<file path="src/sv/adc_round_robin_capture_monitor_assert.svh">
// ----------------------------------------------------------------------------
// adc round-robin capture monitor assertion macros
// property check helpers, empty when synthesized
// ----------------------------------------------------------------------------
`ifndef ADC_ROUND_ROBIN_CAPTURE_MONITOR_ASSERT_SVH
`define ADC_ROUND_ROBIN_CAPTURE_MONITOR_ASSERT_SVH

`ifndef SYNTHESIS
`define ARRC_ASSERT(lbl, clk, rst, prop) \
  lbl: assert property (@(posedge clk) disable iff (rst) prop) \
    else $error("arrc assertion failed");
`define ARRC_ASSERT_NOW(lbl, clk, prop) \
  lbl: assert property (@(posedge clk) prop) \
    else $error("arrc assertion failed");
`else
`define ARRC_ASSERT(lbl, clk, rst, prop)
`define ARRC_ASSERT_NOW(lbl, clk, prop)
`endif

`endif

</file>
<file path="src/sv/arrc_pkg.sv">
// ----------------------------------------------------------------------------
// arrc_pkg
// shared widths, codes and interface structs of the capture monitor
// ----------------------------------------------------------------------------
package arrc_pkg;

  localparam int RAW_W    = 16;
  localparam int SAMPLE_W = 12;
  localparam int TIME_W   = 32;
  localparam int COUNT_W  = 11;
  localparam int IDX_W    = 10;
  localparam int SEL_W    = 3;
  localparam int CH_IDX_W = 4;
  localparam int CH_SPAN  = 2 ** CH_IDX_W;
  localparam int MASK_W   = 8;
  localparam int PADDR_W  = 3;
  localparam int PDATA_W  = 32;

  localparam logic [PADDR_W-3:0] REG_CHANNEL_MASK = '0;
  localparam logic [TIME_W-1:0]  TIME_ALL_ONES    = '1;

  typedef enum logic [2:0] {
    OP_CONVERT      = 3'd0,
    OP_ARM          = 3'd1,
    OP_READ_LATEST  = 3'd2,
    OP_READ_CAPTURE = 3'd3,
    OP_CLEAR        = 3'd4
  } op_t;

  typedef struct packed {
    logic                convert;
    logic                arm;
    logic [CH_IDX_W-1:0] ch;
    logic [SEL_W-1:0]    sel;
    logic [COUNT_W-1:0]  length;
    logic [SAMPLE_W-1:0] sample;
    logic [TIME_W-1:0]   now;
  } cap_cmd_t;

  typedef struct packed {
    logic               active;
    logic [COUNT_W-1:0] taken;
    logic [TIME_W-1:0]  span;
  } cap_stat_t;

  typedef struct packed {
    logic              convert;
    logic              clear;
    logic              fresh;
    logic [TIME_W-1:0] now;
  } stat_cmd_t;

endpackage

</file>
<file path="src/sv/arrc_stats.sv">
// ----------------------------------------------------------------------------
// arrc_stats
// conversion and overrun counters, run-start gap extremes
// ----------------------------------------------------------------------------
`include "adc_round_robin_capture_monitor_assert.svh"

module arrc_stats (
  input  logic                        clk,
  input  logic                        rst,
  input  arrc_pkg::stat_cmd_t         cmd,
  output logic [arrc_pkg::TIME_W-1:0] conversion_count,
  output logic [arrc_pkg::TIME_W-1:0] overrun_count,
  output logic [arrc_pkg::TIME_W-1:0] max_gap_us,
  output logic [arrc_pkg::TIME_W-1:0] min_gap_us
);
  import arrc_pkg::*;

  logic [TIME_W-1:0] conversions;
  logic [TIME_W-1:0] overruns;
  logic [1:0]        run_count;
  logic [1:0]        run_eff;
  logic [TIME_W-1:0] last_run;
  logic [TIME_W-1:0] worst;
  logic [TIME_W-1:0] best;
  logic [TIME_W-1:0] gap;
  logic              measure;
  logic              ovr_step;

  assign gap      = cmd.now - last_run;
  assign measure  = cmd.fresh && (last_run != '0);
  assign run_eff  = cmd.fresh ? 2'd0 : run_count;
  assign ovr_step = cmd.convert && !cmd.fresh && (run_count == 2'd1);

  always_ff @(posedge clk) begin
    if (rst) begin
      conversions <= '0;
      overruns    <= '0;
      run_count   <= '0;
      last_run    <= '0;
      worst       <= '0;
      best        <= TIME_ALL_ONES;
    end else if (cmd.clear) begin
      overruns <= '0;
      worst    <= '0;
      best     <= TIME_ALL_ONES;
    end else if (cmd.convert) begin
      conversions <= conversions + TIME_W'(1);
      if (cmd.fresh) begin
        last_run <= cmd.now;
      end
      if (measure && (gap > worst)) begin
        worst <= gap;
      end
      if (measure && (gap < best)) begin
        best <= gap;
      end
      if (run_eff != 2'd2) begin
        run_count <= run_eff + 2'd1;
      end else begin
        run_count <= run_eff;
      end
      if (run_eff == 2'd1) begin
        overruns <= overruns + TIME_W'(1);
      end
    end
  end

  assign conversion_count = conversions;
  assign overrun_count    = overruns;
  assign max_gap_us       = worst;
  assign min_gap_us       = (best == TIME_ALL_ONES) ? '0 : best;

  `ARRC_ASSERT(a_gap_order, clk, rst, (best != TIME_ALL_ONES) |-> (worst >= best))
  `ARRC_ASSERT(a_overrun_step, clk, rst, ovr_step |=> (overruns == $past(overruns) + TIME_W'(1)))

endmodule
</file>
<file path="config.mk">
export PLATFORM = sky130hd
export DESIGN_NAME = arrc_stats
export DESIGN_NICKNAME = d
export VERILOG_FILES = /design/src/sv/arrc_pkg.sv /design/src/sv/arrc_stats.sv
export VERILOG_INCLUDE_DIRS = /design/src /design/src/sv
export SDC_FILE = /design/constraint.sdc
export NUM_CORES = 1
export LEC_CHECK = 0
export CORE_MARGIN = 10
export CORE_UTILIZATION = 35
export DETAILED_ROUTE_END_ITERATION = 7
export DONT_BUFFER_PORTS = 1
export PLACE_DENSITY = 0.51
export SETUP_SLACK_MARGIN = 0.3
export SLEW_MARGIN = 20
export SYNTH_ARGS = -nofsm -noshare
export SYNTH_HDL_FRONTEND = slang
export SYNTH_SLANG_ARGS = --single-unit
</file>
<file path="constraint.sdc">
create_clock -name clk -period 11.8 [get_ports clk]
set_input_delay 0 -clock clk [delete_from_list [all_inputs] [get_ports clk]]
set_output_delay 0 -clock clk [all_outputs]
set_load 0.005 [all_outputs]
</file>
# [Word level (Yosys, flattened, before mapping)]
# Cells that the tools add are included.
# W data, S select, Z words.
[totals] regBits=162 output_inout_bits=128 wordCells=29 inputBits=37
[op_classes] eq_ne=3 n_addsub=4 order_cmp=2 bitwise=1 n_reduce_logical=10 n_mux=3
[op_table] cell="$add A32 B1 Y32 const B" count=2
[op_table] cell="$eq A32 B32 Y1 const B" count=1
[op_table] cell="$gt A32 B32 Y1" count=1
[op_table] cell="$lt A32 B32 Y1" count=1
[op_table] cell="$mux W32" count=1
[op_table] cell="$reduce_bool A32 Y1" count=1
[op_table] cell="$sub A32 B32 Y32" count=1
[op_table] cell="$reduce_and A2 Y1" count=4
[op_table] cell="$mux W2" count=2
[op_table] cell="$logic_and A1 B1 Y1" count=3
[op_table] cell="$reduce_and A3 Y1" count=1
[op_table] cell="$add A2 B1 Y2 const B" count=1
[op_table] cell="$eq A2 B1 Y1 const B" count=1
[op_table] cell="$ne A2 B2 Y1 const B" count=1
[op_table] cell="$reduce_or A2 Y1" count=1
[op_table] cell="$not A1 Y1" count=1

# [Depth between registers and ports, before layout]
[logic_depth] word_depth=4 depth_mapped=21 mapped_depth_nobuf=20

# [Worst setup path after synthesis]
# No wires, ideal clock.
[synth_timing] path_kind="flip-flop to flip-flop" from="register last_run[11]" to="register worst[12], in the netlist max_gap_us[12]" synth_period_minus_slack_ns=4.366 stages_incl_launch_ff=22 setup_slack_ns=7.434 t_arrival_ns=4.296 required_ns=11.730 setup_time_ns=0.070 path_buffers=3 cell_sequence="dfxtp_1 inv_1 ha_1 clkbuf_2 a21oi_1 o21ai_0 a311oi_1 a31oi_1 or3_1 a41oi_2 xor2_1 inv_1 ha_1 nand4_1 nor4_1 nand2_1 o31a_1 o31ai_1 clkbuf_1 buf_2 nand2_1 a21oi_1"
[synth_between] elab_chain_cells=4 word_cells_on_any_way=6 classes_between="1 x add/sub; 1 x order compare; 4 x reduce/logical"
[synth_lines] item="start: declaration" line="arrc_stats.sv:22" rtl="logic [TIME_W-1:0] last_run;"
[synth_lines] item="start signal: assignment" line="arrc_stats.sv:49" rtl="last_run <= cmd.now;"
[synth_lines] item="$sub A32 B32 Y32" line="arrc_stats.sv:29" rtl="assign gap = cmd.now - last_run;"
[synth_lines] item="via gap[24]" line="arrc_stats.sv:25" rtl="logic [TIME_W-1:0] gap;"
[synth_lines] item="$gt A32 B32 Y1" line="arrc_stats.sv:51" rtl="if (measure && (gap > worst)) begin"
[synth_lines] item="$logic_and A1 B1 Y1" line="arrc_stats.sv:51"
[synth_lines] item="$reduce_and A2 Y1 (no line)"
[synth_lines] item="end signal: assignment" line="arrc_stats.sv:52" rtl="worst <= gap;"
[synth_lines] item="end: declaration" line="arrc_stats.sv:23" rtl="logic [TIME_W-1:0] worst;"
# The timed path passes the listed nets, and every way through them passes these cells.
# A chain may end at the register's enable or synchronous reset.

# [Final worst setup path]
[layout_timing] from="register last_run[13]" to="register worst[25], in the netlist max_gap_us[25]"
# Same word-level chain as after synthesis.

==> results.md <==
- Worst vdd ir: 76.6 uV
- Via/cell ratio: 5.19
- Layout cells sized above 1: 4.12%
- Syn Nets: 1452
- Finished Core Util: 39.9%
- Synth top area share: 32.0%
- Hold Path Class: primary input to register
- Largest family of logic cells by synthesized area: simple AND/OR/NAND/NOR gates
- Status: completed
- Core area: 28600 um^2
- Skew final: 0.0131 ns
- CTS Root Buffer Type: clkbuf_16
- Synth Area in XOR/XNOR: 6.05%
- DIE AREA: 36100 um^2
- EDFF count, synth: 0
- CP max-delay cell: clkinv_1
- Seq pwr share: 39.1%
- # diodes: 0
- Layout Nets: 1459
- Pwr Density: 128 nW/um^2
- CTS Buf Count: 17
- Main synth FF type: dfxtp_1
- Post-Synthesis Cells: 1316
- Synth Register Bits: 162
- Clk_lat worst skew: 0.43 ns
- Wirelength per Cell: 17.8 um
- First-pass GRT wire length: 48500 um
- Max-cap violations: 0
- CTS Sinks: 162
- Ports: 165
- Yosys warnings: 0
- H-tree depth: 4
- Reg2reg end: max_gap_us[25]
- Switching pwr: 0.000491 W
- Synth top cells by count: nand2_1, dfxtp_1, a21oi_1, inv_1, nor2_1
- FF-to-FF Start: last_run[13]
- Critical path startpoint category: register
- Sequential share of the synthesized area: 32.0%
- Count leader, synth: nand2_1
- RePlAce Congestion: 0.901
- TritonRoute pass-1 iters: 5
- Worst Hold Depth: 3
- Int Power: 0.000970 W
- Rows: 62
- Total grt overflow: 0
- Worst Min Path Start: cmd[0]
- Drt first-iter violations: 454
- Unrepaired setup endpoints after global routing: no
- Antenna violations before repair: 1
- Worst reg-to-reg path cell count: 19
- Mux share of post-synthesis cell area: 3.26%
- Arr. time, crit path: 6.50 ns
- Worst-Margin Slew: 1.02 ns
- Initial Utilization: 35.4%
- Die Ht: 190 um
- Final period util: 52.5%
- Final slew viol count: 0
- Clk pin slew, worst setup/hold paths: 0.07 ns
- Synth-to-layout area growth: 12.8%
- Combinational Power Share: 24.0%
- Final min period: 6.20 ns
- CP cell instances: inv_1, ha_1, a21oi_1, o21ai_0, a311oi_1, nand3_1, o2111a_1, o21a_1, nor4_1, nor2_1, ha_1, nand4_1, nor4_1, nand2_1, o31a_1, o31ai_4, buf_4, clkinv_1, o311ai_0
- # DRC: 0
- Worst-path maximum fanout: 32
- Post-synthesis adder-cell area fraction: 12.3%
- Die Width: 190 um
- Synth Area in Compound Gates: 17.4%
- Total Wirelength: 30700 um
- Required time of the critical path: 12.10 ns
- Synth top area cells: dfxtp_1, ha_1, a21oi_1
- TritonCTS clock tree: yes
- DRT antenna net count: 0
- Sw Share: 33.6%
- Synth Area in Simple Gates: 22.2%
- WHS Endpoint: max_gap_us[0]
- CP peak stage delay: 0.89 ns
- Critical Path End Type: register
- Avg Inst Size Synth: 7.70 um^2
- Largest net degree at the start of global routing: 71
- Gr usage total: 16.7%
- Number of global-route vias before repair: 8474
- Leakage power: 4.52 nW
- Vias post-DR: 8933
- R2R setup slack: 5.60 ns
- Worst slew margin: 31.3%
- F_max: 161 MHz
- Power share of the clock group: 36.8%
- Hold Violations, Final: 0
- FFs w/ async S/R, synth: 0%
- Crit path kind: register to register
- Final setup vio count: 0
- Synth area leader: dfxtp_1
- Netlist Area Pre-Place: 10100 um^2
- Yosys cell types: 66
- Post-DP HPWL: 23200 um
- Final setup TNS: 0 ns
- Clk buf depth: 2
- Port Buffers: 0
cell families (layout without fill, tap and decap cells):
group,Yosys count,count (layout)
AND/OR/NAND/NOR,480,480
AO/OA/AOI/OAI,296,296
buffers and inverters,176,196
flip-flops,162,162
adder cells (fa/ha/maj),99,99
XOR/XNOR,70,70
multiplexers,33,33
worst max-delay path by stage:
stage / from / to / slack, ns / cells after the start
final: last_run[13] / max_gap_us[25] / 5.60 / 19
after global placement: last_run[11] / max_gap_us[10] / 6.27 / 20
after floorplan: last_run[11] / max_gap_us[12] / 7.43 / 21
after CTS: last_run[13] / max_gap_us[11] / 5.98 / 20
after detailed placement: last_run[13] / max_gap_us[10] / 5.98 / 20
after global routing: last_run[13] / max_gap_us[25] / 4.98 / 19
routing by layer:
| layer | GRT usage [%] | share of wire [%] | vias up | wire length, um |
|---|---|---|---|---|
| met5 | 0 | 0 | - | 0 |
| met4 | 3.63 | 0.93 | 0 | 285 |
| met3 | 4.58 | 6.4 | 17 | 1950 |
| met2 | 25.0 | 43 | 194 | 13200 |
| met1 | 23.3 | 50 | 4143 | 15300 |
| li1 | - | - | 4579 | - |
critical path, delay by kind of cell (launching register included):
kind,cells,cell delay [ns]
DFF,1,0.35
adders and majority gates,2,0.68
and+or+nand+nor,6,1.39
buffers and inverters,3,1.30
AOI/OAI and AO/OA,8,2.33
cell type report:
type                            count  area, um^2
Tap cell                          384         480
Sequential cell                   162        3240
Inverter                          118         443
Fill cell                        2993       17200
Clock buffer                       20         457
Clock inverter                     12        98.8
Multi-Input combinational cell    978        6250
Timing Repair Buffer               46         458
flip-flops by register name, summed over array words and instances (netlist names):
signal            flops
last_run             32
run_count             2
best                 32
conversion_count     32
overrun_count        32
max_gap_us           32
repair_timing:
item / in CTS / in global routing
endpoints found under the hold margin: 95 / 0
setup buffers: 0 / 0
gates resized for setup: 0 / 0
hold buffers: 38 / 0
stage by stage:
stage / area [um^2] / worst slack (ns) / instances / hold WS [ns] / power, W
4_1_cts: 11400 / 5.98 / 1720 / 0.0158 / 0.00148
5_1_grt: 11400 / 4.98 / 1720 / 0.0612 / 0.00155
3_5_place_dp: 10500 / 5.98 / 1650 / 0.0795 / 0.000921
2_1_floorplan: 10100 / 7.43 / 1316 / 0.136 / 0.000830
6_report: 11400 / 5.60 / 1720 / 0.0447 / 0.00146
3_3_place_gp: 10500 / 6.27 / 1650 / 0.0768 / 0.000918
layout by cell type, fill, tap and decap left out, types with 10 or more instances in the layout:
cell type / netlist / layout
xor2_1: 37 / 37
or3_1: 21 / 21
a31oi_1: 10 / 10
nor3_1: 11 / 11
dlygate4sd3_1: 0 / 37
a21o_1: 15 / 15
nor4_1: 16 / 14
clkbuf_16: 0 / 17
ha_1: 98 / 98
dfxtp_1: 162 / 162
a211oi_1: 12 / 12
a21oi_1: 142 / 142
nand3_1: 43 / 43
nand4_1: 36 / 36
o21ai_0: 54 / 54
mux2i_1: 33 / 33
nand2_1: 187 / 186
and3_1: 16 / 16
o21a_1: 11 / 11
inv_1: 118 / 117
xnor2_1: 33 / 33
nor2_1: 108 / 107
power by group through the flow:
stage	registers, W	clock network, W	logic [W]
global route	0.000573	0.000577	0.000396
global placement	0.000584	0	0.000333
detailed placement	0.000585	0	0.000337
finish	0.000572	0.000538	0.000351
floorplan	0.000579	0	0.000250
CTS	0.000572	0.000554	0.000354
No activity file was read; power rests on OpenSTA's default activity.
